## src/hw/rtl/nbrd_pkg.sv

```systemverilog
// Shared constants for the background row decoder: nametable size,
// configuration register indexes and the fixed 64-entry NTSC color table.
// No dependencies.
package nbrd_pkg;

    // Nametable size in tiles
    localparam int TILES_WIDE = 32;
    localparam int TILES_HIGH = 30;

    // Field widths
    localparam int TILE_W   = 5;
    localparam int SUB_W    = 3;
    localparam int BYTE_W   = 8;
    localparam int COLOR_W  = 6;
    localparam int PAL_W    = 48;
    localparam int RGB_W    = 24;
    localparam int REGIDX_W = 1;

    // Configuration register indexes
    localparam logic [REGIDX_W-1:0] REG_PALETTE_LOW  = 1'b0;
    localparam logic [REGIDX_W-1:0] REG_PALETTE_HIGH = 1'b1;

    // NTSC color table, {red, green, blue} per color id
    localparam logic [RGB_W-1:0] NTSC_RGB [64] = '{
        24'h808080, 24'h003DA6, 24'h0012B0, 24'h440096,
        24'hA1005E, 24'hC70028, 24'hBA0600, 24'h8C1700,
        24'h5C2F00, 24'h104500, 24'h054A00, 24'h00472E,
        24'h004166, 24'h000000, 24'h050505, 24'h050505,
        24'hC7C7C7, 24'h0077FF, 24'h2155FF, 24'h8237FA,
        24'hEB2FB5, 24'hFF2950, 24'hFF2200, 24'hD63200,
        24'hC46200, 24'h358000, 24'h058F00, 24'h008A55,
        24'h0099CC, 24'h212121, 24'h090909, 24'h090909,
        24'hFFFFFF, 24'h0FD7FF, 24'h69A2FF, 24'hD480FF,
        24'hFF45F3, 24'hFF618B, 24'hFF8833, 24'hFF9C12,
        24'hFABC20, 24'h9FE30E, 24'h2BF035, 24'h0CF0A4,
        24'h05FBFF, 24'h5E5E5E, 24'h0D0D0D, 24'h0D0D0D,
        24'hFFFFFF, 24'hA6FCFF, 24'hB3ECFF, 24'hDAABEB,
        24'hFFA8F9, 24'hFFABB3, 24'hFFD2B0, 24'hFFEFA6,
        24'hFFF79C, 24'hD7E895, 24'hA6EDAF, 24'hA2F2DA,
        24'h99FFFC, 24'hDDDDDD, 24'h111111, 24'h111111
    };

endpackage

```

## src/hw/rtl/nes_background_row_decode.sv

```systemverilog
// Background row decoder top level: row register, pixel counter, palette
// registers and pixel output register. Depends on nbrd_pkg.
//
// Usage:
//   Input channel (in_valid/in_ready) takes one word per tile row: tile
//   column and row, pixel row in the tile, the two pattern plane bytes and
//   the attribute byte. Rows whose tile lies outside the nametable are
//   taken and dropped without output.
//   Output channel (out_valid/out_ready) gives eight pixel words per row,
//   leftmost pixel first, with last_pixel set on the eighth.
//   Configuration: cfg_write with cfg_index selects palette entries 0-7
//   (index 0) or 8-15 (index 1); write only while the block is idle.
// Timing:
//   A row is held in the row register; while the output register is free,
//   one pixel a cycle moves from it into the output register. A pixel counter
//   walks the row register, leftmost pixel first. The next row is taken in the
//   cycle its predecessor's last pixel moves out, so rows stream without
//   gaps.
// Reset: clears both palettes to zero and empties row and output registers.
// Stall: while out_ready is low with a word at the output, that word holds,
//   the pixel counter stops and in_ready stays low once a row is waiting.
module nes_background_row_decode
(
    input  logic                             clk,
    input  logic                             rst_n,
    // configuration
    input  logic                             cfg_write,
    input  logic [nbrd_pkg::REGIDX_W-1:0]    cfg_index,
    input  logic [nbrd_pkg::PAL_W-1:0]       cfg_data,
    // input rows
    input  logic                             in_valid,
    output logic                             in_ready,
    input  logic [nbrd_pkg::TILE_W-1:0]      tile_column,
    input  logic [nbrd_pkg::TILE_W-1:0]      tile_row,
    input  logic [nbrd_pkg::SUB_W-1:0]       row_in_tile,
    input  logic [nbrd_pkg::BYTE_W-1:0]      plane_low_byte,
    input  logic [nbrd_pkg::BYTE_W-1:0]      plane_high_byte,
    input  logic [nbrd_pkg::BYTE_W-1:0]      attribute_byte,
    // output pixels
    output logic                             out_valid,
    input  logic                             out_ready,
    output logic [nbrd_pkg::BYTE_W-1:0]      pixel_x,
    output logic [nbrd_pkg::BYTE_W-1:0]      pixel_y,
    output logic [nbrd_pkg::COLOR_W-1:0]     color_code,
    output logic [nbrd_pkg::BYTE_W-1:0]      red,
    output logic [nbrd_pkg::BYTE_W-1:0]      green,
    output logic [nbrd_pkg::BYTE_W-1:0]      blue,
    output logic                             last_pixel
);

    localparam int TW = nbrd_pkg::TILE_W;
    localparam int SW = nbrd_pkg::SUB_W;
    localparam int BW = nbrd_pkg::BYTE_W;
    localparam int CW = nbrd_pkg::COLOR_W;

    // Palette registers
    logic [nbrd_pkg::PAL_W-1:0] pal_low_reg;
    logic [nbrd_pkg::PAL_W-1:0] pal_high_reg;

    // Row register
    logic          row_valid_reg, row_valid_next;
    logic [SW-1:0] pix_cnt_reg, pix_cnt_next;
    logic [TW-1:0] col_reg;
    logic [BW-1:0] y_reg;
    logic [BW-1:0] lo_reg;
    logic [BW-1:0] hi_reg;
    logic [1:0]    attr_reg;

    // Output register
    logic          out_valid_reg, out_valid_next;
    logic [BW-1:0] x_out_reg;
    logic [BW-1:0] y_out_reg;
    logic [CW-1:0] color_out_reg;
    logic [nbrd_pkg::RGB_W-1:0] rgb_out_reg;
    logic          last_out_reg;

    logic          advance;
    logic          row_done;
    logic          in_take;
    logic          in_range;
    logic [1:0]    attr_sel;
    logic [SW-1:0] bit_pos;
    logic [3:0]    pal_idx;
    logic [5:0]    pal_shift;
    logic [nbrd_pkg::PAL_W-1:0] pal_bank;
    logic [CW-1:0] color_sel;

    // Write palette registers
    always_ff @(posedge clk or negedge rst_n)
    begin
        if (!rst_n)
        begin
            pal_low_reg  <= '0;
            pal_high_reg <= '0;
        end
        else if (cfg_write)
        begin
            case (cfg_index)
                nbrd_pkg::REG_PALETTE_LOW:  pal_low_reg  <= cfg_data;
                nbrd_pkg::REG_PALETTE_HIGH: pal_high_reg <= cfg_data;
                default: ;
            endcase
        end
    end

    // Handshake: advance a pixel when the output register is free
    assign advance  = row_valid_reg && (!out_valid_reg || out_ready);
    assign row_done = advance && (pix_cnt_reg == {SW{1'b1}});
    assign in_ready = !row_valid_reg || row_done;
    assign in_take  = in_valid && in_ready;
    assign in_range = ({1'b0, tile_column} < (TW+1)'(nbrd_pkg::TILES_WIDE))
                   && ({1'b0, tile_row} < (TW+1)'(nbrd_pkg::TILES_HIGH));

    // Pick the attribute quadrant from tile coordinate bit 1
    assign attr_sel = attribute_byte[{tile_row[1], tile_column[1], 1'b0} +: 2];

    // Next state of row register and output valid
    always_comb
    begin
        row_valid_next = row_valid_reg;
        pix_cnt_next   = pix_cnt_reg;
        if (in_take)
        begin
            row_valid_next = in_range;
            pix_cnt_next   = '0;
        end
        else if (advance)
        begin
            pix_cnt_next = pix_cnt_reg + SW'(1);
            if (row_done)
            begin
                row_valid_next = 1'b0;
            end
        end

        if (advance)
        begin
            out_valid_next = 1'b1;
        end
        else if (out_ready)
        begin
            out_valid_next = 1'b0;
        end
        else
        begin
            out_valid_next = out_valid_reg;
        end
    end

    always_ff @(posedge clk or negedge rst_n)
    begin
        if (!rst_n)
        begin
            row_valid_reg <= 1'b0;
            pix_cnt_reg   <= '0;
            out_valid_reg <= 1'b0;
        end
        else
        begin
            row_valid_reg <= row_valid_next;
            pix_cnt_reg   <= pix_cnt_next;
            out_valid_reg <= out_valid_next;
        end
    end

    // Load row payload
    always_ff @(posedge clk)
    begin
        if (in_take)
        begin
            col_reg  <= tile_column;
            y_reg    <= {tile_row, row_in_tile};
            lo_reg   <= plane_low_byte;
            hi_reg   <= plane_high_byte;
            attr_reg <= attr_sel;
        end
    end

    // Form the palette index for the current pixel, leftmost bit first
    assign bit_pos   = ~pix_cnt_reg;
    assign pal_idx   = {attr_reg, hi_reg[bit_pos], lo_reg[bit_pos]};
    assign pal_bank  = pal_idx[3] ? pal_high_reg : pal_low_reg;
    // entry offset is six times the entry number: 4x plus 2x
    assign pal_shift = {1'b0, pal_idx[2:0], 2'b00} + {2'b00, pal_idx[2:0], 1'b0};
    assign color_sel = pal_bank[pal_shift +: CW];

    // Load the output word
    always_ff @(posedge clk)
    begin
        if (advance)
        begin
            x_out_reg     <= {col_reg, pix_cnt_reg};
            y_out_reg     <= y_reg;
            color_out_reg <= color_sel;
            rgb_out_reg   <= nbrd_pkg::NTSC_RGB[color_sel];
            last_out_reg  <= (pix_cnt_reg == {SW{1'b1}});
        end
    end

    assign out_valid  = out_valid_reg;
    assign pixel_x    = x_out_reg;
    assign pixel_y    = y_out_reg;
    assign color_code = color_out_reg;
    assign red        = rgb_out_reg[23:16];
    assign green      = rgb_out_reg[15:8];
    assign blue       = rgb_out_reg[7:0];
    assign last_pixel = last_out_reg;

endmodule

```

## config.mk

```make
export PLATFORM = sky130hd
export DESIGN_NAME = nes_background_row_decode
export DESIGN_NICKNAME = d
export VERILOG_FILES = /design/src/hw/rtl/nbrd_pkg.sv /design/src/hw/rtl/nes_background_row_decode.sv
export SDC_FILE = /design/constraint.sdc
export NUM_CORES = 1
export LEC_CHECK = 0
export BUFFER_PORTS_ARGS = -buffer_cell sky130_fd_sc_hd__clkbuf_2
export CORE_UTILIZATION = 30
export CTS_CLUSTER_SIZE = 24
export DETAILED_ROUTE_END_ITERATION = 12
export SLEW_MARGIN = 20
export SYNTH_ARGS = -nofsm -noshare
export SYNTH_HDL_FRONTEND = slang
export SYNTH_SLANG_ARGS = --single-unit
```

## constraint.sdc

```tcl
create_clock -name clk -period 7.45 [get_ports clk]
set_clock_uncertainty 0.1 [all_clocks]
set_input_delay 1.8625 -clock clk [delete_from_list [all_inputs] [get_ports clk]]
set_output_delay 1.8625 -clock clk [all_outputs]
set_load 0.02 [all_outputs]
```

==> key figures <==
STA
  – Min Tclk post-route: 6.379 ns
  – Slew margin rel.: 40.39%
  – Unrepaired setup endpoints after global routing: false
  – Fin crit share: 85.62%
  – Hold Vio Cnt, Final: 0
  – Worst-Margin Slew: 0.8928 ns
  – Max-slew violation count: 0
  – Achievable Freq: 0.1568 GHz
  – Endpoints failing setup: 0
  – Fin Setup TNS: 0 ns
  – Final WS setup: around 1.1 ns

Synth
  – Ys async rst share: 56.42%
  – Post-synth EDFFs: 78
  – Most area-consuming cells after synthesis: dfrtp_1, edfxtp_1, mux2_2
  – Syn_nets: 957
  – Post-synthesis sequential area ratio: 47.20%
  – Mapped Avg Cell Area: approximately 12 um^2
  – Synth Register Bits: 179
  – Yosys warning count: 0
  – Post-Syn Area: between 10000 and 15000 um^2
  – Post-synthesis cell type count: 85
  – Yosys top cell by area: dfrtp_1
  – Synth top area share: approximately 24%
  – Syn Inst Count: 852
  – Top FF cell, synth: dfrtp_1

Worst hold path
  – Hold depth: 0
  – Hold WC Path Type: register to register
  – Hold path start: y_reg[7]$_DFFE_PP_
  – Hold endpoint: pixel_y[7]$_DFFE_PP_

Setup path
  – Reg2Reg Setup Slack: 1.07 ns
  – Crit-path cells: mux4_1 -> mux2i_1 -> inv_1 -> ha_1 -> fa_1 -> xor2_1 -> nor4_1 -> a2111oi_0 -> a31o_2 -> o2111ai_1 -> nor3_4 -> inv_1 -> ha_1 -> nor3_1 -> nand2_1 -> a41oi_1 -> o21ai_1
  – WP data arrival: ~6.5 ns
  – Reg2reg end: rgb_out_reg[1]$_DFFE_PP_
  – Kind of critical path: register to register
  – Worst endpoint required time: about 7.5 ns
  – R2R depth: 17
  – CP Capture Type: register
  – Reg2Reg Launch Point: pix_cnt_reg[0]$_DFFE_PN0P_
  – Crit path largest cell delay: 0.64 ns
  – Startpoint type of the worst setup path: register
  – Worst-path maximum fanout: 12
  – Critical path's slowest cell: xor2_1

Clock network
  – CTS tree: built
  – Cts repair resizes: 0
  – Clock root buffer: clkbuf_16
  – CTS H-tree lvls: 4
  – Cts hold-fix bufs: 0
  – Number of CTS-inserted buffers: 17
  – Clock transition at the registers of the reported paths: ~0.07 ns
  – Bufs on Longest Clock Path: 2
  – Insertion delay to the later sink of the worst-skew pair: 0.45 ns
  – Clock sink total: about 180
  – Post-CTS Setup Repair Bufs: 0

Routing
  – Vias per inst: 5.523
  – Routed wire length: about 30000 um
  – Wire per inst: 21.19 um
  – Vias: just under 8000
  – DRC viols: 0
  – DR iter-0 viols: between 800 and 900
  – Antenna Nets Post-Route: 0
  – Pre-antenna DRT Iters: 5

Final layout
  – Synthesis-to-finish area growth: 15.52%
  – Nets: roughly 1100
  – Post-route cell area: 11920 um^2
  – Layout cells sized above 1: 38.45%

Die
  – Number of core rows: 67
  – Die ar.: 35130 um^2
  – Core ar.: about 34000 um^2
  – Die Width: 187.4 um
  – Starting Density: 30.61%
  – Die Ht: around 190 um
  – Top Ports: 140

GRT
  – Global-route wire length before repair: 46920 um
  – Largest net degree at the start of global routing: 66
  – Overall Global Routing Usage: 17.39%
  – Initial antenna violation count: 2
  – Grt ovf: 0
  – Vias in the first global route: 7716

Status
  – Status: finished clean

Placement
  – Area after DPL: 11330 um^2
  – GP Congestion: 0.9363
  – Input/output buffers: 139
  – Detailed Place HPWL: 21210 um
  – Pre-CTS setup slack: 1.192 ns

Flow run
  – Max cap viols: 0
## per-stage QoR
| stage | cells | util (%) | hold slack [ns] |
|---|---|---|---|
| after global routing | 1426 | 35.35 | 0.3317 |
| after global placement | 1394 | 33.63 | 0.3004 |
| after detailed placement | 1394 | 33.63 | 0.3045 |
| after floorplan | 852 | - | 0.3003 |
| final | 1428 | 35.36 | 0.3196 |
| after CTS | 1426 | 35.35 | 0.3220 |
## worst max-delay path by stage
stage | from | endpoint | cells after the start
4_1_cts | pix_cnt_reg[0]$_DFFE_PN0P_ | rgb_out_reg[1]$_DFFE_PP_ | 17
6_report | pix_cnt_reg[0]$_DFFE_PN0P_ | rgb_out_reg[1]$_DFFE_PP_ | 17
2_1_floorplan | pix_cnt_reg[0]$_DFFE_PN0P_ | rgb_out_reg[8]$_DFFE_PP_ | 23
5_1_grt | pix_cnt_reg[0]$_DFFE_PN0P_ | rgb_out_reg[1]$_DFFE_PP_ | 17
3_5_place_dp | pix_cnt_reg[0]$_DFFE_PN0P_ | rgb_out_reg[1]$_DFFE_PP_ | 17
3_3_place_gp | pix_cnt_reg[0]$_DFFE_PN0P_ | rgb_out_reg[1]$_DFFE_PP_ | 17
## routing by layer
| metal | up-vias | share of wire [%] | global-route usage, % |
|---|---|---|---|
| met5 | - | 0 | 0 |
| met4 | 0 | 1.9 | 5.847 |
| met3 | 40 | 7.4 | 3.921 |
| met2 | 367 | 46 | 26.67 |
| met1 | 3930 | 45 | 24.14 |
| li1 | 3550 | - | - |
## final cells by class
type	instances	area [um^2]
Antenna cell	2	5.005
Clock buffer	20	462.9
Clock inverter	12	116.4
Fill cell	3409	21780
Inverter	20	83.83
Multi-Input combinational cell	584	4941
Sequential cell	179	4870
Tap cell	448	560.5
Timing Repair Buffer	163	878.3
## cell usage after synthesis, types with 11 or more instances
cell and number:
nand2_1 48, nor2_1 45, o21ai_0 39, mux4_2 25
inv_1 12, dfrtp_1 101, a221oi_1 11, o221ai_1 12
nand3_1 13, edfxtp_1 78, o22ai_1 12, buf_2 23
ha_1 13, a21oi_1 37, nor3_1 16, mux2i_1 39
mux2_2 114, buf_6 14, clkbuf_1 20
## logic make-up after synthesis
family / Yosys count / share of synthesized area, %
flops: 179 / 47.20
compound gates: 223 / 15.83
simple gates: 163 / 7.605
xor+xnor: 3 / 0.2547
buf+inv: 89 / 4.997
fa+ha+maj: 14 / 1.771
mux: 181 / 22.34
## worst max-delay path, delay by kind of cell (launching register included)
family	cells	cell delay [ns]
multiplexers	2	0.85
AND/OR/NAND/NOR	4	1.21
buffers and inverters	2	0.42
XOR/XNOR	1	0.64
adder cells (fa/ha/maj)	3	1.23
AO/OA/AOI/OAI	5	1.09
flip-flops	1	0.58
## placed cells by master (no fill, tap or decap), drive strengths merged, types with 4 or more instances in the layout
| cell | count |
|---|---|
| a21oi | 41 |
| o21ai | 45 |
| buf | 25 |
| nand2 | 53 |
| a211oi | 6 |
| o21a | 4 |
| a311oi | 5 |
| o2111ai | 9 |
| mux4 | 27 |
| nand4 | 5 |
| dfrtp | 101 |
| nand2b | 4 |
| a2bb2oi | 5 |
| a22oi | 10 |
| o32ai | 7 |
| o221ai | 12 |
| a221oi | 11 |
| nand3 | 14 |
| mux2 | 115 |
| ha | 13 |
| o22ai | 13 |
| a31oi | 10 |
| nor4 | 4 |
| clkinv | 6 |
| clkbuf | 158 |
| inv | 24 |
| nor3 | 19 |
| edfxtp | 78 |
| o211ai | 11 |
| mux2i | 39 |
| a21o | 5 |
| nor2 | 49 |
Power is not shown: default switching activity piles up to over one toggle a cycle in this logic, so the estimate is an artifact.
